$ cat src/rtl/pah_pkg.sv
// ----------------------------------------------------------------------------
// pah_pkg
// Types and constants shared by the page access heat histogram modules.
// ----------------------------------------------------------------------------
package pah_pkg;

	localparam int PAGE_W   = 14;
	localparam int PAGE_SPAN = 1 << PAGE_W;
	localparam int HIT_W    = 8;
	localparam int COUNT_W  = 15;
	localparam int TOTAL_W  = 22;
	localparam int AVG_W    = 8;
	localparam int EDGE_W   = 8;
	localparam int CFG_IDX_W = 3;
	localparam int QUEUE_DEPTH = 4;

	localparam logic [CFG_IDX_W-1:0] REG_VERY_HIGH_EDGE  = 3'd0;
	localparam logic [CFG_IDX_W-1:0] REG_HIGH_EDGE       = 3'd1;
	localparam logic [CFG_IDX_W-1:0] REG_MIDDLE_EDGE     = 3'd2;
	localparam logic [CFG_IDX_W-1:0] REG_LOW_EDGE        = 3'd3;
	localparam logic [CFG_IDX_W-1:0] REG_VERY_LOW_TOP    = 3'd4;
	localparam logic [CFG_IDX_W-1:0] REG_VERY_LOW_BOTTOM = 3'd5;

	localparam logic [EDGE_W-1:0] RST_VERY_HIGH_EDGE  = 8'd200;
	localparam logic [EDGE_W-1:0] RST_HIGH_EDGE       = 8'd150;
	localparam logic [EDGE_W-1:0] RST_MIDDLE_EDGE     = 8'd100;
	localparam logic [EDGE_W-1:0] RST_LOW_EDGE        = 8'd64;
	localparam logic [EDGE_W-1:0] RST_VERY_LOW_TOP    = 8'd10;
	localparam logic [EDGE_W-1:0] RST_VERY_LOW_BOTTOM = 8'd5;

	localparam logic [HIT_W-1:0] HIT_MAX = 8'd255;

	typedef enum logic {
		CMD_HIT,
		CMD_REPORT
	} cmd_kind_t;

	typedef struct packed {
		cmd_kind_t         kind;
		logic [PAGE_W-1:0] page;
	} cmd_t;

	typedef struct packed {
		logic [EDGE_W-1:0] very_high_edge;
		logic [EDGE_W-1:0] high_edge;
		logic [EDGE_W-1:0] middle_edge;
		logic [EDGE_W-1:0] low_edge;
		logic [EDGE_W-1:0] very_low_top;
		logic [EDGE_W-1:0] very_low_bottom;
	} edges_t;

	typedef struct packed {
		logic [COUNT_W-1:0] top_count;
		logic [COUNT_W-1:0] mid_count;
		logic [COUNT_W-1:0] low_count;
		logic [COUNT_W-1:0] lower_count;
		logic [COUNT_W-1:0] very_low_count;
		logic [COUNT_W-1:0] least_count;
		logic [COUNT_W-1:0] used_pages;
		logic [TOTAL_W-1:0] total_hits;
		logic [AVG_W-1:0]   average_hits;
	} result_t;

	typedef enum logic [2:0] {
		B_INIT,
		B_RUN,
		B_WALK,
		B_LAST,
		B_DIVSTART,
		B_DIVWAIT
	} back_state_t;

endpackage

$ cat src/rtl/pah_div.sv
// ----------------------------------------------------------------------------
// pah_div
// Restoring divider giving one quotient bit per cycle for the average.
// ----------------------------------------------------------------------------
module pah_div
	import pah_pkg::*;
(
	input  logic               clk,
	input  logic               arst_n,
	input  logic               start,
	input  logic [TOTAL_W-1:0] dividend,
	input  logic [COUNT_W-1:0] divisor,
	output logic               done,
	output logic [AVG_W-1:0]   quotient
);

	localparam int STEP_W = $clog2(AVG_W);

	logic [TOTAL_W-1:0] rem_q;
	logic [TOTAL_W-1:0] dsh_q;
	logic [AVG_W-1:0]   quot_q;
	logic [STEP_W-1:0]  step_q;
	logic               busy_q;
	logic               done_q;
	logic               fits;

	assign fits     = rem_q >= dsh_q;
	assign done     = done_q;
	assign quotient = quot_q;

	always_ff @(posedge clk) begin
		if (start) begin
			rem_q  <= dividend;
			dsh_q  <= TOTAL_W'({divisor, {(AVG_W-1){1'b0}}});
			quot_q <= '0;
		end else if (busy_q) begin
			if (fits) begin
				rem_q <= rem_q - dsh_q;
			end
			quot_q <= {quot_q[AVG_W-2:0], fits};
			dsh_q  <= dsh_q >> 1;
		end
	end

	always_ff @(posedge clk or negedge arst_n) begin
		if (!arst_n) begin
			busy_q <= 1'b0;
			done_q <= 1'b0;
			step_q <= '0;
		end else if (start) begin
			busy_q <= divisor != '0;
			done_q <= divisor == '0;
			step_q <= STEP_W'(AVG_W-1);
		end else if (busy_q) begin
			if (step_q == '0) begin
				busy_q <= 1'b0;
				done_q <= 1'b1;
			end else begin
				step_q <= step_q - 1'b1;
			end
		end
	end

endmodule

$ cat config.mk
export PLATFORM = sky130hd
export DESIGN_NAME = pah_div
export DESIGN_NICKNAME = d
export VERILOG_FILES = /design/src/rtl/pah_pkg.sv /design/src/rtl/pah_div.sv
export SDC_FILE = /design/constraint.sdc
export NUM_CORES = 1
export LEC_CHECK = 0
export BUFFER_PORTS_ARGS = -buffer_cell sky130_fd_sc_hd__buf_2
export CAP_MARGIN = 20
export CORE_MARGIN = 2
export CORE_UTILIZATION = 55
export CTS_CLUSTER_SIZE = 30
export DETAILED_ROUTE_END_ITERATION = 12
export PLACE_DENSITY = 0.81
export SETUP_SLACK_MARGIN = 0.02
export SYNTH_ARGS = -nofsm -noshare
export SYNTH_HDL_FRONTEND = slang
export SYNTH_SLANG_ARGS = --single-unit
$ cat constraint.sdc
create_clock -name clk -period 7.8 [get_ports clk]
set_clock_uncertainty 0.2 [all_clocks]
set_input_delay 0.39 -clock clk [delete_from_list [all_inputs] [get_ports clk]]
set_output_delay 0.39 -clock clk [all_outputs]
set_load 0.01 [all_outputs]
# Yosys cells after proc, flatten, opt, wreduce, memory -nomap -nowiden
# Index checks and enable logic that the tools add are counted.
dict set report totals {
  memories 0
  mem_bits_rw 0
  output_inout_bits 9
  mem_bits_ro 0
  word_cells 34
  latchBits 0
  ff_bits 57
  in_bits 40
}
dict set report classes {
  n_reduce_logical 9
  bitwise 0
  n_lt_le_gt_ge 1
  div_mod_pow 0
  n_mul 0
  n_eq_ne 1
  shifts 0
  add_sub_neg 2
  n_mux 14
}
# operator n
set op_table {}
lappend op_table {{$mux W22} 5}
lappend op_table {{$ge A22 B22 Y1} 1}
lappend op_table {{$sub A22 B22 Y22} 1}
lappend op_table {{$logic_not A15 Y1} 1}
lappend op_table {{$reduce_bool A15 Y1} 1}
lappend op_table {{$mux W3} 3}
lappend op_table {{$mux W1} 6}
lappend op_table {{$reduce_and A2 Y1} 3}
lappend op_table {{$reduce_bool A2 Y1} 3}
lappend op_table {{$logic_not A3 Y1} 1}
lappend op_table {{$sub A3 B1 Y3 const B} 1}
lappend op_table {{$ne A2 B2 Y1 const B} 1}

# Logic depth before layout (Yosys ltp)
dict set report logic_depth {
  ltp_word 4
  mapped_depth 10
  ltp_nobuf 10
}

# Worst setup path before layout
# Ideal clock, no wire load.
dict set report synth_path {
  path_kind {reg2reg}
  startpoint {register rem_q[0]}
  endpoint {register rem_q[0] (enable)}
  arrival_ns 2.352
  required_ns 7.222
  path_stages_with_launch 11
  n_path_buf 0
  setup_ns 0.378
  period_less_slack_ns 2.929
  setup_slack_ns 4.871
  path_cell_list {edfxtp_1 > inv_1 > ha_1 > fa_1 > nor2b_4 > o2111ai_1 > nand3_2 > a21oi_1 > a211o_1 > o2111ai_1 > a21o_1}
}
dict set report synth_between {
  elab_chain_cells 3
}
# item line
set synth_rtl {}
lappend synth_rtl {{from (decl)} pah_div.sv:19} ;# logic [TOTAL_W-1:0] rem_q;
lappend synth_rtl {{from (signal assigned)} pah_div.sv:33} ;# rem_q <= dividend;
lappend synth_rtl {{from (signal assigned)} pah_div.sv:38} ;# rem_q <= rem_q - dsh_q;
lappend synth_rtl {{$ge A22 B22 Y1} pah_div.sv:27} ;# assign fits = rem_q >= dsh_q;
lappend synth_rtl {{$reduce_bool A2 Y1 (no line)} -}
lappend synth_rtl {{$reduce_and A2 Y1 (no line)} -}
# No other way between the ends.
# A chain may end at the register's enable or synchronous reset.

# Worst setup path after layout
dict set report layout_path {
  startpoint {register rem_q[0]}
  endpoint {register rem_q[12] (enable)}
}
# The elaborated chain is that of the path after synthesis.

==> impl_metrics.json <==
{
  "min_path_type": "input pin to register",
  "grt_antenna_before_repair": 0,
  "clkTransAtPathRegs_ns": 0.07,
  "cellPowerDensity_nw_per_um2": 363.1,
  "max_freq_mhz": 298.2,
  "layout_min_cycle_time_ns": 3.354,
  "synth_cells": 374,
  "worst_slew_pin_slew_ns": 0.9579,
  "ios": 49,
  "postSynthAreaPerCell_um2": 9.729,
  "report.final.slew_viol_count": 0,
  "fp.dieH_um": 85.34,
  "cp_data_required_time_ns": 7.57,
  "ctsResizeCount": 0,
  "whs_ns": 0.1184,
  "clock_sinks": 57,
  "ys_top_cells_by_area": "edfxtp_1, dfxtp_1, ha_1, nand2_1, mux2i_1",
  "crit_arrival_ns": 3.12,
  "ir_drop_v": 0.0001943,
  "antenna_cells": 0,
  "grt_pass1_vias": 2809,
  "chipWidth_um": 85.34,
  "syn_nets": 439,
  "crit_path_max_fanout": 22,
  "drive_above_1_share_pct": 18.53,
  "seq_area_frac_synth_pct": 42.23,
  "setup.worst_path.end_class": "register",
  "fillers": 541,
  "final_area_um2": 4110,
  "gr-usage-all-layers_pct": 22.96,
  "final.setup.worst_slack_ns": 4.446,
  "p_leak_nw": 1.879,
  "drc": 0,
  "most-common-layout-cells": "buf_2, nand2_1, edfxtp_1, inv_1, nor2_1",
  "firstDrtPassIters": 4,
  "dpl.hpwl_mm": 5.623,
  "vias": 2857,
  "period_share_pct": 42.99,
  "io_buffers": 48,
  "ys_types": 61,
  "postRouteAntennaNets": 0,
  "syn_area_um2": 3638,
  "post_drt_wl_per_cell_um": 15.94,
  "core_um2": 6386,
  "clockBufferDepth": 2,
  "numCtsBuffers": 9,
  "pre_cts_ws_ns": 4.430,
  "synth.largest_area_cell": "edfxtp_1",
  "start_util_pct": 56.97,
  "synth_top_cell_area_share_pct": 30.54,
  "synthFlopType": "edfxtp_1",
  "crit_type": "register to register",
  "cts_tree": "yes",
  "setup_violations": 0,
  "dpl_cell_area_um2": 3887,
  "rsz0062_at_grt": "false",
  "wirelength_mm": 7.939,
  "overflow": 0,
  "drt-initial-drc-count": 226,
  "hold_viol": 0,
  "std_cell_rows": 29,
  "clk_latency_ns": 0.35,
  "power_mw": 1.492,
  "dieArea_um2": 7282,
  "fin_tns_setup_ns": 0,
  "root_buffer": "clkbuf_8",
  "max-cap-violations": 0,
  "viasPerCell": 5.737,
  "gp_congestion": 0.8746,
  "slew_headroom_pct": 36.14,
  "fin_nets": 481,
  "area_delta_synth_final_pct": 12.96,
  "register_area_um2": 1536,
  "outcome": "finished, final reports clean",
  "synth_warnings": 0,
  "cp-start-kind": "register",
  "ys_async_sr_fraction_pct": 8.772,
  "grt_max_degree": 98,
  "grt_pass1_wl_mm": 13.02,
  "multiInputGateArea_um2": 1894,
  "htreeDepth": 3,
  "synth-seq-cells": 57,
  "layout_commonest_cell": "buf_2",
  "synth_edf_count": 37
}
logic make-up after synthesis:
| group | after synthesis | synth area share [%] |
|---|---|---|
| adder cells (fa/ha/maj) | 25 | 8.803 |
| AND/OR/NAND/NOR | 106 | 14.34 |
| XOR/XNOR | 17 | 4.092 |
| AO/OA/AOI/OAI | 106 | 20.98 |
| buffers and inverters | 49 | 5.708 |
| flip-flops | 57 | 42.23 |
| multiplexers | 14 | 3.851 |
critical path, cell delays in order, from the launching register on:
cell	delay [ns]
edfxtp_1	0.32
inv_1	0.04
ha_1	0.20
fa_1	0.46
nor2b_4	0.14
o2111ai_1	0.13
nand3_2	0.14
a21oi_1	0.12
a211o_1	0.28
o2111ai_1	0.14
a21o_1	0.80
through the flow:
stage,utilization [%],instances
final,64.36,498
after global routing,64.36,498
after CTS,64.36,498
after detailed placement,60.87,481
after global placement,60.87,481
after floorplan,-,374
path summary, 6_finish.rpt:
kind	start	end	slack (ns)	cells past startpoint
max	rem_q[0]	rem_q[12]	4.45	10
min	dividend[4]	rem_q[4]	0.12	3
max reg2reg	rem_q[0]	rem_q[12]	4.45	10
min reg2reg	quotient[7]	quotient[7]	0.29	2
max in group asynchronous	arst_n	busy_q	7.07	2
min in group asynchronous	arst_n	step_q[1]	0.17	2
flip-flops by register name, summed over array words and instances (netlist names):
signal	flops
dsh_q	22
done	1
busy_q	1
quotient	8
step_q	3
rem_q	22
layout make-up:
type	count	area share (%)
clock buffers	12	3.531
clock inverters	4	1.644
inverters	30	2.740
multi-input cells	268	46.09
flip-flops and latches	57	37.38
well taps	77	2.344
repair buffers	50	6.271
synth_stat cells (2+ instances only):
cell type  count
o21a_1         3
inv_1         30
a21oi_1       17
nor2b_1        3
and4_1         2
a31oi_1        2
xor2_1         7
xnor2_1       10
nand2_1       39
clkbuf_1       9
a21o_1        17
edfxtp_1      37
buf_6          2
nand4_1        4
o211ai_1       3
o21ai_1        8
a22o_1         6
dfrtp_1        5
a211oi_1       2
nand2b_1       5
nor4_1         3
mux2i_1       14
buf_1          3
nor3b_1        2
o21ai_0       19
o31ai_1        8
ha_1          24
nor3_1         3
buf_2          3
dfxtp_1       15
and2_1         3
nand3_1        5
o2111ai_1      2
nor2_1        25
and3_1         6
a211o_1        3
where the power goes:
| group | total [mW] | switching [mW] | internal (mW) |
|---|---|---|---|
| combinational | 0.733 | 0.426 | 0.307 |
| clock | 0.308 | 0.121 | 0.187 |
| sequential | 0.451 | 0.0319 | 0.419 |
routing by layer:
layer  up-vias  track usage, %  share of wire (%)
met4         0           11.26                2.4
met5         -               0                  0
li1       1433               -                  -
met3        18           5.350                5.5
met1      1327           31.47                 47
met2        79           34.30                 45
timing repair:
action                                 4_1_cts  5_1_grt
hold buffers                                 1        0
setup buffers                                0        0
endpoints found under the hold margin        5        0
No activity file was read; power rests on OpenSTA's default activity.
