[src/rtl/pah_pkg.sv]
// ----------------------------------------------------------------------------
// pah_pkg
// Types and constants shared by the page access heat histogram modules.
// ----------------------------------------------------------------------------
package pah_pkg;

	localparam int PAGE_W   = 14;
	localparam int PAGE_SPAN = 1 << PAGE_W;
	localparam int HIT_W    = 8;
	localparam int COUNT_W  = 15;
	localparam int TOTAL_W  = 22;
	localparam int AVG_W    = 8;
	localparam int EDGE_W   = 8;
	localparam int CFG_IDX_W = 3;
	localparam int QUEUE_DEPTH = 4;

	localparam logic [CFG_IDX_W-1:0] REG_VERY_HIGH_EDGE  = 3'd0;
	localparam logic [CFG_IDX_W-1:0] REG_HIGH_EDGE       = 3'd1;
	localparam logic [CFG_IDX_W-1:0] REG_MIDDLE_EDGE     = 3'd2;
	localparam logic [CFG_IDX_W-1:0] REG_LOW_EDGE        = 3'd3;
	localparam logic [CFG_IDX_W-1:0] REG_VERY_LOW_TOP    = 3'd4;
	localparam logic [CFG_IDX_W-1:0] REG_VERY_LOW_BOTTOM = 3'd5;

	localparam logic [EDGE_W-1:0] RST_VERY_HIGH_EDGE  = 8'd200;
	localparam logic [EDGE_W-1:0] RST_HIGH_EDGE       = 8'd150;
	localparam logic [EDGE_W-1:0] RST_MIDDLE_EDGE     = 8'd100;
	localparam logic [EDGE_W-1:0] RST_LOW_EDGE        = 8'd64;
	localparam logic [EDGE_W-1:0] RST_VERY_LOW_TOP    = 8'd10;
	localparam logic [EDGE_W-1:0] RST_VERY_LOW_BOTTOM = 8'd5;

	localparam logic [HIT_W-1:0] HIT_MAX = 8'd255;

	typedef enum logic {
		CMD_HIT,
		CMD_REPORT
	} cmd_kind_t;

	typedef struct packed {
		cmd_kind_t         kind;
		logic [PAGE_W-1:0] page;
	} cmd_t;

	typedef struct packed {
		logic [EDGE_W-1:0] very_high_edge;
		logic [EDGE_W-1:0] high_edge;
		logic [EDGE_W-1:0] middle_edge;
		logic [EDGE_W-1:0] low_edge;
		logic [EDGE_W-1:0] very_low_top;
		logic [EDGE_W-1:0] very_low_bottom;
	} edges_t;

	typedef struct packed {
		logic [COUNT_W-1:0] top_count;
		logic [COUNT_W-1:0] mid_count;
		logic [COUNT_W-1:0] low_count;
		logic [COUNT_W-1:0] lower_count;
		logic [COUNT_W-1:0] very_low_count;
		logic [COUNT_W-1:0] least_count;
		logic [COUNT_W-1:0] used_pages;
		logic [TOTAL_W-1:0] total_hits;
		logic [AVG_W-1:0]   average_hits;
	} result_t;

	typedef enum logic [2:0] {
		B_INIT,
		B_RUN,
		B_WALK,
		B_LAST,
		B_DIVSTART,
		B_DIVWAIT
	} back_state_t;

endpackage

[src/rtl/pah_queue.sv]
// ----------------------------------------------------------------------------
// pah_queue
// Short command queue between the front and the back.
// ----------------------------------------------------------------------------
module pah_queue
	import pah_pkg::*;
(
	input  logic clk,
	input  logic arst_n,
	input  logic push,
	input  cmd_t push_cmd,
	output logic full,
	input  logic pop,
	output logic not_empty,
	output cmd_t pop_cmd
);

	localparam int PTR_W = $clog2(QUEUE_DEPTH);

	cmd_t             slot_q [QUEUE_DEPTH];
	logic [PTR_W-1:0] wr_ptr_q;
	logic [PTR_W-1:0] rd_ptr_q;
	logic [PTR_W:0]   fill_q;

	assign full      = fill_q == (PTR_W+1)'(QUEUE_DEPTH);
	assign not_empty = fill_q != '0;
	assign pop_cmd   = slot_q[rd_ptr_q];

	always_ff @(posedge clk) begin
		if (push) begin
			slot_q[wr_ptr_q] <= push_cmd;
		end
	end

	always_ff @(posedge clk or negedge arst_n) begin
		if (!arst_n) begin
			wr_ptr_q <= '0;
			rd_ptr_q <= '0;
			fill_q   <= '0;
		end else begin
			if (push) begin
				wr_ptr_q <= wr_ptr_q + 1'b1;
			end
			if (pop) begin
				rd_ptr_q <= rd_ptr_q + 1'b1;
			end
			if (push && !pop) begin
				fill_q <= fill_q + 1'b1;
			end else if (pop && !push) begin
				fill_q <= fill_q - 1'b1;
			end
		end
	end

endmodule

[config.mk]
export PLATFORM = sky130hd
export DESIGN_NAME = pah_queue
export DESIGN_NICKNAME = d
export VERILOG_FILES = /design/src/rtl/pah_pkg.sv /design/src/rtl/pah_queue.sv
export SDC_FILE = /design/constraint.sdc
export NUM_CORES = 1
export LEC_CHECK = 0
export BUFFER_PORTS_ARGS = -buffer_cell sky130_fd_sc_hd__buf_2
export CORE_UTILIZATION = 33
export CTS_BUF_LIST = sky130_fd_sc_hd__clkbuf_16
export DETAILED_ROUTE_END_ITERATION = 8
export HOLD_SLACK_MARGIN = 0.05
export PLACE_DENSITY = 0.52
export SLEW_MARGIN = 0
export SYNTH_ARGS = -nofsm -noshare
export SYNTH_HDL_FRONTEND = slang
export SYNTH_SLANG_ARGS = --single-unit
export TNS_END_PERCENT = 5
[constraint.sdc]
create_clock -name clk -period 3.2 [get_ports clk]
set_clock_uncertainty 0.1 [all_clocks]
set_input_delay 0.32 -clock clk [delete_from_list [all_inputs] [get_ports clk]]
set_output_delay 0.32 -clock clk [all_outputs]
set_load 0.05 [all_outputs]
# [After elaboration in Yosys (flattened, before gate mapping)]
# Memory sizes are Yosys's and may differ from the RTL's.
# Cells that the tools add are included.
[word_totals] regBits=7 ramBits=60 inputBits=19 output_inout_bits=17 word_cells=19 n_memories=1
[op_classes] addsub=4 n_eq_ne=1 n_mux=4 n_reduce_logical=6
[mem_list] memory="slot_q" words=4 word_bits=15 rd=1 rd_clocked_by_memory_dff=0 write_ports=1 line="pah_queue.sv:20" rtl="cmd_t slot_q [QUEUE_DEPTH];"
[ops] cell="3-bit two-way mux" count=2
[ops] cell="2-bit by 1-bit adder with 2-bit output, second input constant" count=2
[ops] cell="3-bit by 1-bit adder with 3-bit output, second input constant" count=1
[ops] cell="3-bit == test, second input constant" count=1
[ops] cell="3-bit nonzero test" count=1
[ops] cell="3-bit by 1-bit subtractor with 3-bit output, second input constant" count=1
[ops] cell="1-bit logical AND" count=2
[ops] cell="1-bit logical NOT" count=2
[ops] cell="1-bit two-way mux" count=2
[ops] cell="2-bit nonzero test" count=1

# [Longest topological paths before layout]
[logic_depth] word_depth=4 ltp_mapped=7 depth_no_buf=7

# [Least setup slack after synthesis]
# OpenSTA, ideal clock, no wires.
[synth_path] path_type="reg2out" startpoint="reg fill_q[0]" endpoint="out full" arrival_ns=1.594 required_time_ns=2.780 path_slack_ns=1.186 stages_incl_launch_ff=2 path_buffers=0 cell_sequence="dfrtp_1 > nor3b_1"
[synth_via] elab_chain_len=1
[synth_lines] element="start: declaration" line="pah_queue.sv:23" rtl="logic [PTR_W:0] fill_q;"
[synth_lines] element="start signal: assignment" line="pah_queue.sv:48" rtl="fill_q <= fill_q + 1'b1;"
[synth_lines] element="start signal: assignment" line="pah_queue.sv:50" rtl="fill_q <= fill_q - 1'b1;"
[synth_lines] element="3-bit == test" line="pah_queue.sv:25" rtl="assign full = fill_q == (PTR_W+1)'(QUEUE_DEPTH);"
[synth_lines] element="end: declaration" line="pah_queue.sv:12" rtl="output logic full,"
# Every way passes these cells.

==> results.rst <==
.. list-table::
   :header-rows: 1

   * - Metric
     - Value
   * - GRT Residual Overflow
     - 0
   * - RSZ-0062 raised after global routing
     - false
   * - Count of vias placed by the detailed router
     - 1,178
   * - Synthesized netlist net count
     - 138
   * - Die area
     - 0.008234 mm2
   * - FF+latch count, synth
     - 67
   * - DR DRC count
     - 0
   * - Final Critical Period
     - 2.453 ns
   * - Initial DRC Count
     - 68
   * - Clock tree from TritonCTS
     - yes
   * - Setup-violating endpoint count in the final report
     - 0
   * - Maximum VDD drop
     - 0.4134 mV
   * - Global-route wire length before repair
     - 6975 um
   * - Area fraction in and, or, nand and nor cells after synthesis
     - 1.926%
   * - Fraction of power consumed by the clock network
     - 25.7%
   * - Cell at the root of the clock tree
     - sky130_fd_sc_hd__clkbuf_16
   * - Reg power frac
     - 40.2%
   * - Switch share
     - 37.19%
   * - Crit end category
     - output port
   * - Core Rows
     - 31
   * - Diode insertion count for antenna repair
     - 0
   * - Post-CTS setup buffers
     - 0
   * - Starting utilization of the core area
     - 34.90%
   * - Biggest area contributors in the synthesized netlist
     - sky130_fd_sc_hd__edfxtp_1 (69%), sky130_fd_sc_hd__mux4_1 (7.1%), sky130_fd_sc_hd__mux4_2 (6.9%)
   * - Final nets
     - 182
   * - Leakage power
     - 1.137 nW
   * - Highest fanout seen on the critical path
     - 9
   * - Resized cells post-CTS
     - 0
   * - Top achievable clock speed
     - 407.7 MHz
   * - CP Data Arrival Time
     - 2.03 ns
   * - Hold violation total from the final report
     - 0
   * - Slew HR
     - 43.91%
   * - Worst-path clk slew
     - 0.05 ns
   * - Ys Warns
     - 0
   * - Cell type with the highest aggregate area in the netlist
     - sky130_fd_sc_hd__edfxtp_1
   * - Overall routed net length
     - 4274 um
   * - Number of detailed-route iterations in the first pass
     - 4
   * - Overall Global Routing Usage
     - 11.83%
   * - Num Clock Sinks
     - 67
   * - DP Wirelength
     - 2780 um
   * - Share of the synthesized area in the top cell type
     - 69.33%
   * - Logic gate share of total power
     - 34.1%
   * - Final ANT Viol Nets
     - 0
   * - Share of synthesized area spent on multiplexers
     - 14.44%
   * - Final setup margin
     - 0.7474 ns
   * - Vias in the first global route
     - 1,339
   * - Fraction of the yosys area taken by sequential cells
     - 76.07%
   * - Clk_lat worst skew
     - 0.32 ns
   * - Average wire per standard cell
     - 16.38 um
   * - Xor/xnor share of the synthesized area
     - 2.022%
   * - Cell Int Power
     - 2.031 mW
   * - Cells after synthesis
     - 113
   * - Vert. Die Dim
     - 90.74 um
   * - Average footprint of a synthesized cell
     - 23.00 um2
   * - Number of max-slew violations in the final report
     - 0
   * - Port-buffer cells
     - 35
   * - Depth of the CTS H-tree
     - 3
   * - Required time at the endpoint of the critical path
     - 2.78 ns
   * - Layout area overhead
     - 20.61%
   * - Main combinational cell family by area after synthesis
     - multiplexers
   * - Share of cells above drive strength 1
     - 35.19%
   * - Hold slack
     - 0.1123 ns
   * - Final weighted congestion of routability-driven global placement
     - 0.6344
   * - Minimum setup slack after placement
     - 1.038 ns
   * - Number of ports placed on the die boundary
     - 36
   * - CP startpoint kind
     - flop
   * - Core Area
     - 0.007447 mm2
   * - Portion of the clock cycle consumed by the worst path in the final layout
     - 76.65%
   * - Slew at the pin closest to its max-slew limit
     - 0.8414 ns
   * - Worst Path Class, Setup
     - flop to output port
   * - Detail-routed via count per cell
     - 4.513
   * - Buffers from clock root to sink, at most
     - 2
   * - Fill cell count
     - 697
   * - CTS buffer count
     - 9
   * - Netlist area before placement
     - 0.002599 mm2
   * - Largest net degree at the start of global routing
     - 17
   * - Area fraction in compound gates after synthesis
     - 0.1926%
   * - Total negative slack for setup checks
     - 0 ns
   * - Count of distinct cell types in the synthesized netlist
     - 19
   * - Die span in x
     - 90.74 um
   * - Number of max-cap violations
     - 0
   * - Areal power density over the cells
     - 1031 mW/mm2
   * - Adder-cell area share of the yosys netlist
     - 3.178%
   * - Result of the run
     - finished clean
   * - Type of the worst min-delay path
     - input pin to flop
   * - Number of antenna violations at the first check in global routing
     - 0
   * - Switching power total
     - 1.202 mW
[final timing paths]
path	startpoint	to	slack, ns	cells after the start
max	rd_ptr_q[0]	pop_cmd[3]	0.75	3
min reg2reg	fill_q[2]	fill_q[2]	0.39	1
max reg2reg	wr_ptr_q[1]	slot_q[1][11]	1.36	3
min in group asynchronous	arst_n	rd_ptr_q[0]	0.26	2
min	push_cmd[3]	slot_q[2][3]	0.11	1
max in group asynchronous	arst_n	wr_ptr_q[0]	2.57	2
[sequential cells by signal, indices dropped and copies added, names as in the netlist]
signal	count
rd_ptr_q	2
wr_ptr_q	2
fill_q	3
slot_q	60
[layout by cell type (no fill, tap or decap), types with 2 or more instances in the layout]
cell                         count
sky130_fd_sc_hd__clkinvlp_4      2
sky130_fd_sc_hd__mux4_2          8
sky130_fd_sc_hd__dfrtp_1         7
sky130_fd_sc_hd__ha_1            5
sky130_fd_sc_hd__clkinv_1        4
sky130_fd_sc_hd__xor2_1          4
sky130_fd_sc_hd__xnor2_1         2
sky130_fd_sc_hd__buf_2          35
sky130_fd_sc_hd__edfxtp_1       60
sky130_fd_sc_hd__nand2_1         2
sky130_fd_sc_hd__inv_1           4
sky130_fd_sc_hd__mux4_1          7
sky130_fd_sc_hd__and2_1          4
sky130_fd_sc_hd__clkbuf_16       9
[repair_timing]
action	4_1_cts	5_1_grt
endpoints found under the setup margin	0	0
hold endpoints to repair	7	0
hold buffers	1	0
[worst max-delay path: stages, from the launching register on]
cell	delay (ns)
sky130_fd_sc_hd__dfrtp_1	0.64
sky130_fd_sc_hd__buf_4	0.32
sky130_fd_sc_hd__mux4_2	0.53
sky130_fd_sc_hd__buf_2	0.23
[power groups by stage]
stage | registers (mW) | clock network [mW] | logic [mW]
2_1_floorplan | 1.22 | 0 | 0.984
3_3_place_gp | 1.30 | 0 | 1.11
3_5_place_dp | 1.32 | 0 | 1.12
4_1_cts | 1.31 | 0.849 | 1.13
5_1_grt | 1.33 | 0.888 | 1.18
6_report | 1.30 | 0.832 | 1.10
[final cells by class]
class | instances | area (um2) | area share, %
Clock buffer | 9 | 225.2 | 7.186
Clock inverter | 7 | 35.03 | 1.118
Inverter | 4 | 15.01 | 0.4790
Multi-Input combinational cell | 38 | 565.5 | 18.04
Sequential cell | 67 | 1977 | 63.07
Tap cell | 99 | 123.9 | 3.952
Timing Repair Buffer | 37 | 192.7 | 6.148
[through the flow]
step	std cells	instance area, um2	utilization [%]	power, mW
global route	261	3134	42.09	3.398
CTS	261	3134	42.09	3.280
floorplan	113	2599	-	2.208
detailed placement	244	2864	38.46	2.444
finish	261	3134	42.09	3.233
global placement	244	2864	38.46	2.410
[synth_stat cells]
cell,count
sky130_fd_sc_hd__xnor2_1,2
sky130_fd_sc_hd__dfrtp_1,7
sky130_fd_sc_hd__o21ai_0,1
sky130_fd_sc_hd__buf_12,1
sky130_fd_sc_hd__mux4_1,7
sky130_fd_sc_hd__buf_2,2
sky130_fd_sc_hd__inv_1,4
sky130_fd_sc_hd__mux4_2,8
sky130_fd_sc_hd__nor2_1,1
sky130_fd_sc_hd__and2_1,4
sky130_fd_sc_hd__edfxtp_1,60
sky130_fd_sc_hd__nor3b_1,1
sky130_fd_sc_hd__nand2_1,2
sky130_fd_sc_hd__or3_1,1
sky130_fd_sc_hd__ha_1,5
sky130_fd_sc_hd__fa_1,1
sky130_fd_sc_hd__xor2_1,4
sky130_fd_sc_hd__buf_6,1
sky130_fd_sc_hd__mux2_2,1
[logic make-up after synthesis]
logic type,count (synthesis)
flip-flops,67
multiplexers,16
XOR/XNOR,6
buffers and inverters,8
AO/OA/AOI/OAI,1
adder cells (fa/ha/maj),6
AND/OR/NAND/NOR,9
[per-layer routing]
layer  track usage (%)  wire length [um]  vias to the layer above  part of all wire (%)
li1                  -                 -                      543                     -
met1             13.26              1777                      597                    42
met2             20.08              2231                       33                    52
met3             4.882               214                        5                   5.0
met4             4.435                51                        0                   1.2
met5                 0                 0                        -                     0
(Power assumes the default switching activity.)
