**config.mk**
```make
export PLATFORM = sky130hd
export DESIGN_NAME = pah_back
export DESIGN_NICKNAME = d
export VERILOG_FILES = /design/src/rtl/pah_pkg.sv /design/src/rtl/pah_ram.sv /design/src/rtl/pah_back.sv
export SDC_FILE = /design/constraint.sdc
export NUM_CORES = 1
export LEC_CHECK = 0
export BUFFER_PORTS_ARGS = -buffer_cell sky130_fd_sc_hd__buf_2
export CAP_MARGIN = 20
export CORE_AREA = 2 2 261 160
export CTS_CLUSTER_SIZE = 20
export DETAILED_ROUTE_END_ITERATION = 16
export DIE_AREA = 0 0 263 162
export PLACE_DENSITY = 0.72
export SETUP_SLACK_MARGIN = 0.5
export SKIP_CTS_REPAIR_TIMING = 1
export SYNTH_ARGS = -nofsm -noshare
export SYNTH_HDL_FRONTEND = slang
export SYNTH_HIERARCHICAL = 1
export SYNTH_SLANG_ARGS = --single-unit
export TNS_END_PERCENT = 10
```
**constraint.sdc**
```tcl
create_clock -name clk -period 8.7 [get_ports clk]
set_input_delay 1.305 -clock clk [delete_from_list [all_inputs] [get_ports clk]]
set_output_delay 1.305 -clock clk [all_outputs]
set_load 0.02 [all_outputs]
```
**src/rtl/pah_pkg.sv**
```systemverilog
// ----------------------------------------------------------------------------
// pah_pkg
// Types and constants shared by the page access heat histogram modules.
// ----------------------------------------------------------------------------
package pah_pkg;

	localparam int PAGE_W   = 14;
	localparam int PAGE_SPAN = 1 << PAGE_W;
	localparam int HIT_W    = 8;
	localparam int COUNT_W  = 15;
	localparam int TOTAL_W  = 22;
	localparam int AVG_W    = 8;
	localparam int EDGE_W   = 8;
	localparam int CFG_IDX_W = 3;
	localparam int QUEUE_DEPTH = 4;

	localparam logic [CFG_IDX_W-1:0] REG_VERY_HIGH_EDGE  = 3'd0;
	localparam logic [CFG_IDX_W-1:0] REG_HIGH_EDGE       = 3'd1;
	localparam logic [CFG_IDX_W-1:0] REG_MIDDLE_EDGE     = 3'd2;
	localparam logic [CFG_IDX_W-1:0] REG_LOW_EDGE        = 3'd3;
	localparam logic [CFG_IDX_W-1:0] REG_VERY_LOW_TOP    = 3'd4;
	localparam logic [CFG_IDX_W-1:0] REG_VERY_LOW_BOTTOM = 3'd5;

	localparam logic [EDGE_W-1:0] RST_VERY_HIGH_EDGE  = 8'd200;
	localparam logic [EDGE_W-1:0] RST_HIGH_EDGE       = 8'd150;
	localparam logic [EDGE_W-1:0] RST_MIDDLE_EDGE     = 8'd100;
	localparam logic [EDGE_W-1:0] RST_LOW_EDGE        = 8'd64;
	localparam logic [EDGE_W-1:0] RST_VERY_LOW_TOP    = 8'd10;
	localparam logic [EDGE_W-1:0] RST_VERY_LOW_BOTTOM = 8'd5;

	localparam logic [HIT_W-1:0] HIT_MAX = 8'd255;

	typedef enum logic {
		CMD_HIT,
		CMD_REPORT
	} cmd_kind_t;

	typedef struct packed {
		cmd_kind_t         kind;
		logic [PAGE_W-1:0] page;
	} cmd_t;

	typedef struct packed {
		logic [EDGE_W-1:0] very_high_edge;
		logic [EDGE_W-1:0] high_edge;
		logic [EDGE_W-1:0] middle_edge;
		logic [EDGE_W-1:0] low_edge;
		logic [EDGE_W-1:0] very_low_top;
		logic [EDGE_W-1:0] very_low_bottom;
	} edges_t;

	typedef struct packed {
		logic [COUNT_W-1:0] top_count;
		logic [COUNT_W-1:0] mid_count;
		logic [COUNT_W-1:0] low_count;
		logic [COUNT_W-1:0] lower_count;
		logic [COUNT_W-1:0] very_low_count;
		logic [COUNT_W-1:0] least_count;
		logic [COUNT_W-1:0] used_pages;
		logic [TOTAL_W-1:0] total_hits;
		logic [AVG_W-1:0]   average_hits;
	} result_t;

	typedef enum logic [2:0] {
		B_INIT,
		B_RUN,
		B_WALK,
		B_LAST,
		B_DIVSTART,
		B_DIVWAIT
	} back_state_t;

endpackage

```
**src/rtl/pah_ram.sv**
```systemverilog
// ----------------------------------------------------------------------------
// pah_ram
// Generic simple dual-port RAM with one write port and a registered read port.
// ----------------------------------------------------------------------------
module pah_ram #(
	parameter int WIDTH = 8,
	parameter int DEPTH = 16
) (
	input  logic                     clk,
	input  logic                     we,
	input  logic [$clog2(DEPTH)-1:0] waddr,
	input  logic [WIDTH-1:0]         wdata,
	input  logic [$clog2(DEPTH)-1:0] raddr,
	output logic [WIDTH-1:0]         rdata
);

	logic [WIDTH-1:0] mem_q [DEPTH];

	always_ff @(posedge clk) begin
		if (we) begin
			mem_q[waddr] <= wdata;
		end
		rdata <= mem_q[raddr];
	end

endmodule

```
**src/rtl/pah_back.sv**
```systemverilog
// ----------------------------------------------------------------------------
// pah_back
// Executes store commands: counter updates, the report walk and the result.
// ----------------------------------------------------------------------------
module pah_back
	import pah_pkg::*;
#(
	parameter int DEPTH = 16
) (
	input  logic               clk,
	input  logic               arst_n,
	input  edges_t             edges,
	input  logic               q_valid,
	input  cmd_t               q_cmd,
	output logic               q_pop,
	output logic               init_done,
	output logic               div_start,
	output logic [TOTAL_W-1:0] div_dividend,
	output logic [COUNT_W-1:0] div_divisor,
	input  logic               div_done,
	input  logic [AVG_W-1:0]   div_quotient,
	output result_t            res,
	output logic               out_valid,
	input  logic               out_ready
);

	localparam int ADDR_W = $clog2(DEPTH);
	localparam logic [ADDR_W-1:0] LAST = ADDR_W'(DEPTH - 1);

	back_state_t state_q, state_d;

	logic [ADDR_W-1:0] cnt_q;
	logic              cnt_last;
	logic              cnt_step;
	logic              issue;
	logic              issue_walk;
	logic [ADDR_W-1:0] issue_addr;
	logic              acc_clear;
	logic              load_out;

	logic              vld_s1;
	logic              walk_s1;
	logic [ADDR_W-1:0] addr_s1;
	logic              fwd_hit_q;
	logic [HIT_W-1:0]  fwd_data_q;
	logic [HIT_W-1:0]  ram_rdata;
	logic [HIT_W-1:0]  data;
	logic [HIT_W-1:0]  heat;

	logic              we;
	logic [ADDR_W-1:0] waddr;
	logic [HIT_W-1:0]  wdata;

	logic b_top, b_mid, b_low, b_lower, b_vlow, b_least;

	logic [COUNT_W-1:0] top_q, mid_q, low_q, lower_q, vlow_q, least_q, used_q;
	logic [TOTAL_W-1:0] total_q;
	result_t            res_q;
	logic               out_valid_q;

	assign cnt_last  = cnt_q == LAST;
	assign init_done = state_q != B_INIT;

	always_comb begin
		state_d = state_q;
		case (state_q)
			B_INIT: begin
				if (cnt_last) begin
					state_d = B_RUN;
				end
			end
			B_RUN: begin
				if (q_valid && q_cmd.kind == CMD_REPORT) begin
					state_d = B_WALK;
				end
			end
			B_WALK: begin
				if (cnt_last) begin
					state_d = B_LAST;
				end
			end
			B_LAST: begin
				state_d = B_DIVSTART;
			end
			B_DIVSTART: begin
				state_d = B_DIVWAIT;
			end
			B_DIVWAIT: begin
				if (div_done && (!out_valid_q || out_ready)) begin
					state_d = B_RUN;
				end
			end
			default: begin
				state_d = B_INIT;
			end
		endcase
	end

	always_comb begin
		q_pop      = 1'b0;
		issue      = 1'b0;
		issue_walk = 1'b0;
		issue_addr = cnt_q;
		acc_clear  = 1'b0;
		cnt_step   = 1'b0;
		div_start  = 1'b0;
		load_out   = 1'b0;
		case (state_q)
			B_INIT: begin
				cnt_step = 1'b1;
			end
			B_RUN: begin
				if (q_valid) begin
					q_pop = 1'b1;
					if (q_cmd.kind == CMD_HIT) begin
						issue      = 1'b1;
						issue_addr = q_cmd.page[ADDR_W-1:0];
					end else begin
						acc_clear = 1'b1;
					end
				end
			end
			B_WALK: begin
				issue      = 1'b1;
				issue_walk = 1'b1;
				cnt_step   = 1'b1;
			end
			B_DIVSTART: begin
				div_start = 1'b1;
			end
			B_DIVWAIT: begin
				load_out = div_done && (!out_valid_q || out_ready);
			end
			default: begin
			end
		endcase
	end

	assign data = fwd_hit_q ? fwd_data_q : ram_rdata;
	assign heat = data - 1'b1;

	always_comb begin
		we    = 1'b0;
		waddr = addr_s1;
		wdata = '0;
		if (state_q == B_INIT) begin
			we    = 1'b1;
			waddr = cnt_q;
		end else if (vld_s1) begin
			we    = 1'b1;
			wdata = walk_s1 ? '0 : ((data == HIT_MAX) ? HIT_MAX : data + 1'b1);
		end
	end

	pah_ram #(
		.WIDTH(HIT_W),
		.DEPTH(DEPTH)
	) u_store (
		.clk  (clk),
		.we   (we),
		.waddr(waddr),
		.wdata(wdata),
		.raddr(issue_addr),
		.rdata(ram_rdata)
	);

	always_comb begin
		b_top   = heat < edges.very_high_edge && heat > edges.high_edge;
		b_mid   = heat > edges.middle_edge && heat <= edges.high_edge;
		b_low   = heat <= edges.middle_edge && heat > edges.low_edge;
		b_lower = heat > edges.very_low_top && heat <= edges.low_edge;
		b_vlow  = heat > edges.very_low_bottom && heat <= edges.very_low_top;
		b_least = heat <= edges.very_low_bottom;
	end

	always_ff @(posedge clk) begin
		addr_s1    <= issue_addr;
		walk_s1    <= issue_walk;
		fwd_data_q <= wdata;
		if (acc_clear) begin
			top_q   <= '0;
			mid_q   <= '0;
			low_q   <= '0;
			lower_q <= '0;
			vlow_q  <= '0;
			least_q <= '0;
			used_q  <= '0;
			total_q <= '0;
		end else if (vld_s1 && walk_s1 && data != '0) begin
			top_q   <= top_q + COUNT_W'(b_top);
			mid_q   <= mid_q + COUNT_W'(b_mid);
			low_q   <= low_q + COUNT_W'(b_low);
			lower_q <= lower_q + COUNT_W'(b_lower);
			vlow_q  <= vlow_q + COUNT_W'(b_vlow);
			least_q <= least_q + COUNT_W'(b_least);
			used_q  <= used_q + 1'b1;
			total_q <= total_q + TOTAL_W'(data);
		end
		if (load_out) begin
			res_q.top_count      <= top_q;
			res_q.mid_count      <= mid_q;
			res_q.low_count      <= low_q;
			res_q.lower_count    <= lower_q;
			res_q.very_low_count <= vlow_q;
			res_q.least_count    <= least_q;
			res_q.used_pages     <= used_q;
			res_q.total_hits     <= total_q;
			res_q.average_hits   <= div_quotient;
		end
	end

	always_ff @(posedge clk or negedge arst_n) begin
		if (!arst_n) begin
			state_q     <= B_INIT;
			cnt_q       <= '0;
			vld_s1      <= 1'b0;
			fwd_hit_q   <= 1'b0;
			out_valid_q <= 1'b0;
		end else begin
			state_q   <= state_d;
			vld_s1    <= issue;
			fwd_hit_q <= issue && we && (waddr == issue_addr);
			if (cnt_step) begin
				cnt_q <= cnt_last ? '0 : cnt_q + 1'b1;
			end
			if (load_out) begin
				out_valid_q <= 1'b1;
			end else if (out_ready) begin
				out_valid_q <= 1'b0;
			end
		end
	end

	assign div_dividend = total_q;
	assign div_divisor  = used_q;
	assign res          = res_q;
	assign out_valid    = out_valid_q;

endmodule

```
* Yosys cells after proc, flatten, opt, wreduce, memory -nomap -nowiden *
Memories as Yosys holds them, arrays and structs flattened. A register that Yosys moved wholly into a read port is not among the register bits.
Cells that the tools add are included.

word-level totals
  register bits after elaboration = 285
  RAM bits = 128
  input port bits = 76
  output and inout port bits = 176
  logic and storage cells = 112
  memories kept = 1

operators by class
  add/subtract/negate cells = 11
  $lt $le $gt $ge = 11
  equal/unequal tests = 12
  mux-type cells = 33
  reduce and logical (&&, ||, !) cells = 19

memory list
  name           words  bits a word  read ports  clocked after memory_dff  wr ports  RTL line       RTL
  u_store.mem_q  16     8            1           1                         1         pah_ram.sv:17  logic [WIDTH-1:0] mem_q [DEPTH];

operator list
  operator                                           number
  adder 15 x 1 -> 15 bit                             6
  greater-than comparator 8 bit                      5
  <= comparator 8 bit                                5
  two-way mux 8 bit                                  5
  adder 22 x 8 -> 22 bit                             1
  two-way mux 4 bit                                  5
  case mux 3 bit (6 select lines)                    1
  two-way mux 1 bit                                  17
  adder 15 x 1 -> 15 bit (second input constant)     1
  two-way mux 3 bit                                  4
  logical AND 1 bit                                  11
  adder 8 x 1 -> 8 bit (second input constant)       1
  == test 8 bit (second input constant)              1
  < comparator 8 bit                                 1
  inequality test 2 bit (second input constant)      4
  nonzero test 8 bit                                 1
  subtractor 8 x 1 -> 8 bit (second input constant)  1
  == test 3 x 2 -> 1 bit (second input constant)     2
  == test 3 bit (second input constant)              2
  adder 4 x 1 -> 4 bit (second input constant)       1
  == test 4 bit                                      1
  == test 4 bit (second input constant)              1
  AND reduction 4 bit                                1
  == test 3 x 1 -> 1 bit (second input constant)     1
  7 further kinds                                    7

* Longest topological paths before layout *
  depth in word-level cells = 6
  mapped depth = 19
  mapped depth without buffers = 17

* Modules after synthesis *
The synthesis kept the hierarchy.

modules (own cells, without submodules)
  module    instances  cells an instance  area each (um^2)  seq. area each (um^2)
  pah_back  1          1154               12732.2           7106.8
  pah_ram   1          229                5147.4            4003.8

* Worst setup path after synthesis *
No wires, ideal clock.

  path type = input-to-reg
  start point = input port out_ready
  end point = register res_q, in the netlist res[0] (enable)
  setup time = 487 ps
  arrival time = 4174 ps
  data required time = 8213 ps
  path slack = 4039 ps
  stages = 3
  buffers on the path = 0
  cells stage by stage = nand2b_1 nand4_1 inv_1

between the ends
  cells in the longest elaborated chain, start to end = 3

RTL lines
  item               RTL line         RTL
  from (decl)        pah_back.sv:24   input logic out_ready
  logical OR 1 bit   pah_back.sv:132  load_out = div_done && (!out_valid_q || out_ready);
  logical AND 1 bit  pah_back.sv:132
  two-way mux 1 bit  pah_back.sv:108  case (state_q)
  via load_out       pah_back.sv:39   logic load_out;
  to (decl)          pah_back.sv:58   result_t res_q;

The timed path passes the listed nets, and every way through them passes these cells.
A chain may end at the register's enable or synchronous reset.

* Final worst setup path *
  start point = register fwd_hit_q
  end point = register low_q[6]

between the ends
  cells in the longest elaborated chain, start to end = 5
  elaborated cells on any way between the ends = 8
  those cells by class = add/sub (2); order compare (2); mux (1); reduce/logical (3)

RTL lines
  item                                                                         RTL line         RTL
  from (decl)                                                                  pah_back.sv:44   logic fwd_hit_q;
  from (signal assigned)                                                       pah_back.sv:222  fwd_hit_q <= issue && we && (waddr == issue_addr);
  two-way mux 8 bit *                                                          pah_back.sv:139  assign data = fwd_hit_q ? fwd_data_q : ram_rdata;
  subtractor 8 x 1 -> 8 bit                                                    pah_back.sv:140  assign heat = data - 1'b1;
  <= comparator 8 bit / greater-than comparator 8 bit (equally long branches)  pah_back.sv:170  b_low = heat <= edges.middle_edge && heat > edges.low_edge;
  logical AND 1 bit                                                            pah_back.sv:170
  adder 15 x 1 -> 15 bit                                                       pah_back.sv:192  low_q <= low_q + COUNT_W'(b_low);
  to (signal assigned)                                                         pah_back.sv:192
  to (decl)                                                                    pah_back.sv:56   logic [COUNT_W-1:0] top_q, mid_q, low_q, lower_q, vlow_q, least_q, used_q;

Mark *: on every way between the ends. The rest lies on a longest branch, timed or not.

==> reports/metrics.cfg <==
[status]
run_status = finished clean

[sta]
setup_slack_ps = 3090
max_slew.worst_pin.slew_ps = 1090
finalSetupViolations = 0
timing.slew.headroom_pct = 26.9
worst_clock_skew_ps = 29.8
finalHoldViolations = 0
setup-tns-final_ps = 0
layout_min_cycle_time_ps = 5610
unrepaired_setup_endpoints_after_global_routing = no
slew_viol_final = 0
fmax_mhz = 178
finalCritPeriodShare_pct = 64.5

[logic_synthesis]
synth-warning-count = 6
synth_fp_nets = 1532
postSynth.topFlopCell = sky130_fd_sc_hd__edfxtp_1
synth.distinct_cells = 68
ys_seq_elements = 421
post-synth-top-count-cell = sky130_fd_sc_hd__edfxtp_1
synth_commonest_cells = sky130_fd_sc_hd__edfxtp_1 (263), sky130_fd_sc_hd__dfxtp_1 (148), sky130_fd_sc_hd__nor2_1 (139)
seq_area_frac_synth_pct = 62.1
ys_async_sr_fraction_pct = 2.38
post_synth.cell_area_avg_um2 = 12.9
post_synth_instance_area_um2 = 17900
synth_cells = 1383
synth-edff-count = 263
yosysTopAreaCellShare_pct = 44.2
synthTopCellsByArea = sky130_fd_sc_hd__edfxtp_1 (44%), sky130_fd_sc_hd__dfxtp_1 (17%), sky130_fd_sc_hd__ha_1 (5.0%), sky130_fd_sc_hd__xnor2_1 (3.4%), sky130_fd_sc_hd__nor2_1 (2.9%)
synthDominantAreaCellType = sky130_fd_sc_hd__edfxtp_1

[die]
die-width_um = 263
dieArea_um2 = 42600
io-pin-count = 252
row_count = 57
core_region_area_um2 = 40100
chipHeight_um = 162
initial_cell_density_of_the_core_pct = 44.6

[cells_and_area]
final_nets = 1781
drive_gt1_share_pct = 22.6
finish.instance_area_um2 = 20800
area_grow_syn2layout_pct = 16.4
non_filler_instance_count_after_layout = 2192

[drt]
detail_route.iter0.violations = 1117
drt_first_pass_iters = 8
via_count_normalized_by_instance_count = 5.32
drcViolationCount = 0
routedWlPerCell_um = 18.9
drtAntennaViolNets = 0
total_via_count_in_the_routed_design = 11700
finalWirelength_mm = 41.5

[clock_tree]
cts_inserted_buffers = 37
path_clk_slew_ps = 70
cts_tree = done
cts-root-to-sink-buffers = 3
clk_root_buffer_cell = sky130_fd_sc_hd__clkbuf_16
cts_max_level = 2
clock_sinks = 421
clock_latency_ps = 540

[global_route]
grt_first_pass_wirelength_mm = 62.9
number_of_antenna_violations_at_the_first_check_in_global_routing = 1
grt.met1_usage_pct = 28.6
top_usage_layer = met1
grt_util_met2_pct = 27.7
grt_overflow = 0
grt_start_max_net_pins = 70
vias_in_the_first_global_route = 11000
grt.total_usage_pct = 18.9
global_route.usage.met3_pct = 4.26

[setup_path]
worstPathCellList = mux2i_1 -> ha_1 -> nand3_1 -> nor3_1 -> xor2_1 -> ha_1 -> nand4_1 -> nor2_1 -> o31ai_1 -> nor2b_1 -> ha_1 -> ha_1 -> inv_1 -> or3_1 -> xor2_1 -> nor2_1
criticalPathCategory = reg2reg
regToRegSetupSlack_ps = 3090
crit_family = adder cells
critical_path.endpoint_type = flop
worst_flop_to_flop_path_startpoint = fwd_hit_q
slowest_stage = sky130_fd_sc_hd__dfrtp_1
startpoint = fwd_hit_q
max_stage_delay_ps = 820
critical_path.most_common_cell = sky130_fd_sc_hd__ha_1
worstPathMaxFanout = 18
critical_path_required_ps = 9090
r2r.worst_path.cells = 16
crit_path_start_kind = flop
worstSetupPathDepth = 16
cp.arrival_ps = 6000
timing.critical_path.to = low_q[6]
worst_r2r_endpoint = low_q[6]
crit_buf_inv = 1

[job]
cap_violations = 0

[place]
place.gp.congestion = 0.851
detailedPlace.worstSlack_ps = 3120
detailed_place_hpwl_mm = 29.3
place_area_um2 = 19600
dp.cells = 2121
io_buffers = 241

[pwr]
max-vdd-ir-drop_mv = 0.225
total_leakage_power_nw = 8.30
power.density_cell_area_nw_per_um2 = 316

[worst_hold_path]
worstHoldPathType = reg2reg

==> worst min path at each step <==
stage                          from        to  depth (start not counted)
final                      top_q[6]  res[126]                          0
after global routing      low_q[14]  res[104]                          0
after CTS                  top_q[6]  res[126]                          0
after detailed placement   top_q[6]  res[126]                          0
after global placement     top_q[6]  res[126]                          0
after floorplan            top_q[6]  res[126]                          0
==> stage by stage <==
stage / power (mW) / hold WS, ps / utilization [%]
after CTS: 6.60 / 447 / 51.8
after floorplan: 4.28 / 408 / -
after detailed placement: 4.95 / 425 / 48.9
after global placement: 4.85 / 425 / 48.8
after global routing: 6.95 / 462 / 51.9
final: 6.57 / 446 / 51.9
==> state kept, by name, summed over array words and instances (netlist names) <==
signal and count:
div_dividend 22, div_divisor 15, vld_s1 1, least_q 15
fwd_data_q 8, mid_q 15, top_q 15, addr_s1 4
low_q 15, u_store/mem_q 128, lower_q 15, res 135
out_valid 1, u_store/rdata 8, vlow_q 15, cnt_q 4
walk_s1 1, fwd_hit_q 1, state_q 3
==> cells by family after synthesis <==
kind of cell	after synthesis	share of synthesized area, %
simple gates	474	13.8
buf+inv	113	2.97
flops	421	62.1
mux	42	4.95
fa+ha+maj	73	5.15
compound gates	144	5.26
xor+xnor	116	5.68
==> where the power goes <==
group | internal, mW | leakage, nW | total [mW] | switching [mW]
registers | 2.53 | 3.90 | 2.77 | 0.246
clock network | 0.924 | 0.585 | 1.64 | 0.719
logic | 0.829 | 3.81 | 2.16 | 1.33
total | 4.28 | 8.30 | 6.57 | 2.29
==> cells in the final DEF (no fill, tap or decap), types with 13 or more instances in the layout <==
| cell | n |
|---|---|
| sky130_fd_sc_hd__edfxtp_1 | 263 |
| sky130_fd_sc_hd__buf_2 | 241 |
| sky130_fd_sc_hd__dfxtp_1 | 148 |
| sky130_fd_sc_hd__nor2_1 | 139 |
| sky130_fd_sc_hd__nand2_1 | 103 |
| sky130_fd_sc_hd__ha_1 | 72 |
| sky130_fd_sc_hd__xnor2_1 | 70 |
| sky130_fd_sc_hd__inv_1 | 65 |
| sky130_fd_sc_hd__a21oi_1 | 54 |
| sky130_fd_sc_hd__nand4_1 | 50 |
| sky130_fd_sc_hd__xor2_1 | 46 |
| sky130_fd_sc_hd__nand3_1 | 42 |
| sky130_fd_sc_hd__nor3_1 | 39 |
| sky130_fd_sc_hd__clkbuf_16 | 39 |
| sky130_fd_sc_hd__o21ai_0 | 22 |
| sky130_fd_sc_hd__mux4_2 | 18 |
| sky130_fd_sc_hd__nor2b_1 | 16 |
| sky130_fd_sc_hd__a22oi_1 | 16 |
| sky130_fd_sc_hd__nor4_2 | 15 |
| sky130_fd_sc_hd__buf_4 | 15 |
| sky130_fd_sc_hd__mux4_1 | 14 |
| sky130_fd_sc_hd__a21o_1 | 13 |
==> area by class of cell <==
type	instances	area (um^2)
fillers	3363	19300
flip-flops and latches	421	11100
multi-input cells	849	6250
repair buffers	256	1320
clock buffers	54	1070
well taps	531	664
inverters	67	256
clock inverters	13	129
diodes	1	2.50
==> worst reg2reg max path: cells and delay by family (launching register included) <==
family	cells	cell delay, ps
simple gates	7	1240
flops	1	820
compound gates	1	470
fa+ha+maj	4	1320
buf+inv	1	80
mux	1	730
xor+xnor	2	820
==> metal layers <==
metal / up-vias / wire length (um)
met1: 5660 / 19500
li1: 5541 / -
met5: - / 0
met3: 49 / 3200
met4: 0 / 675
met2: 411 / 18100
No activity file was read; power rests on OpenSTA's default activity.
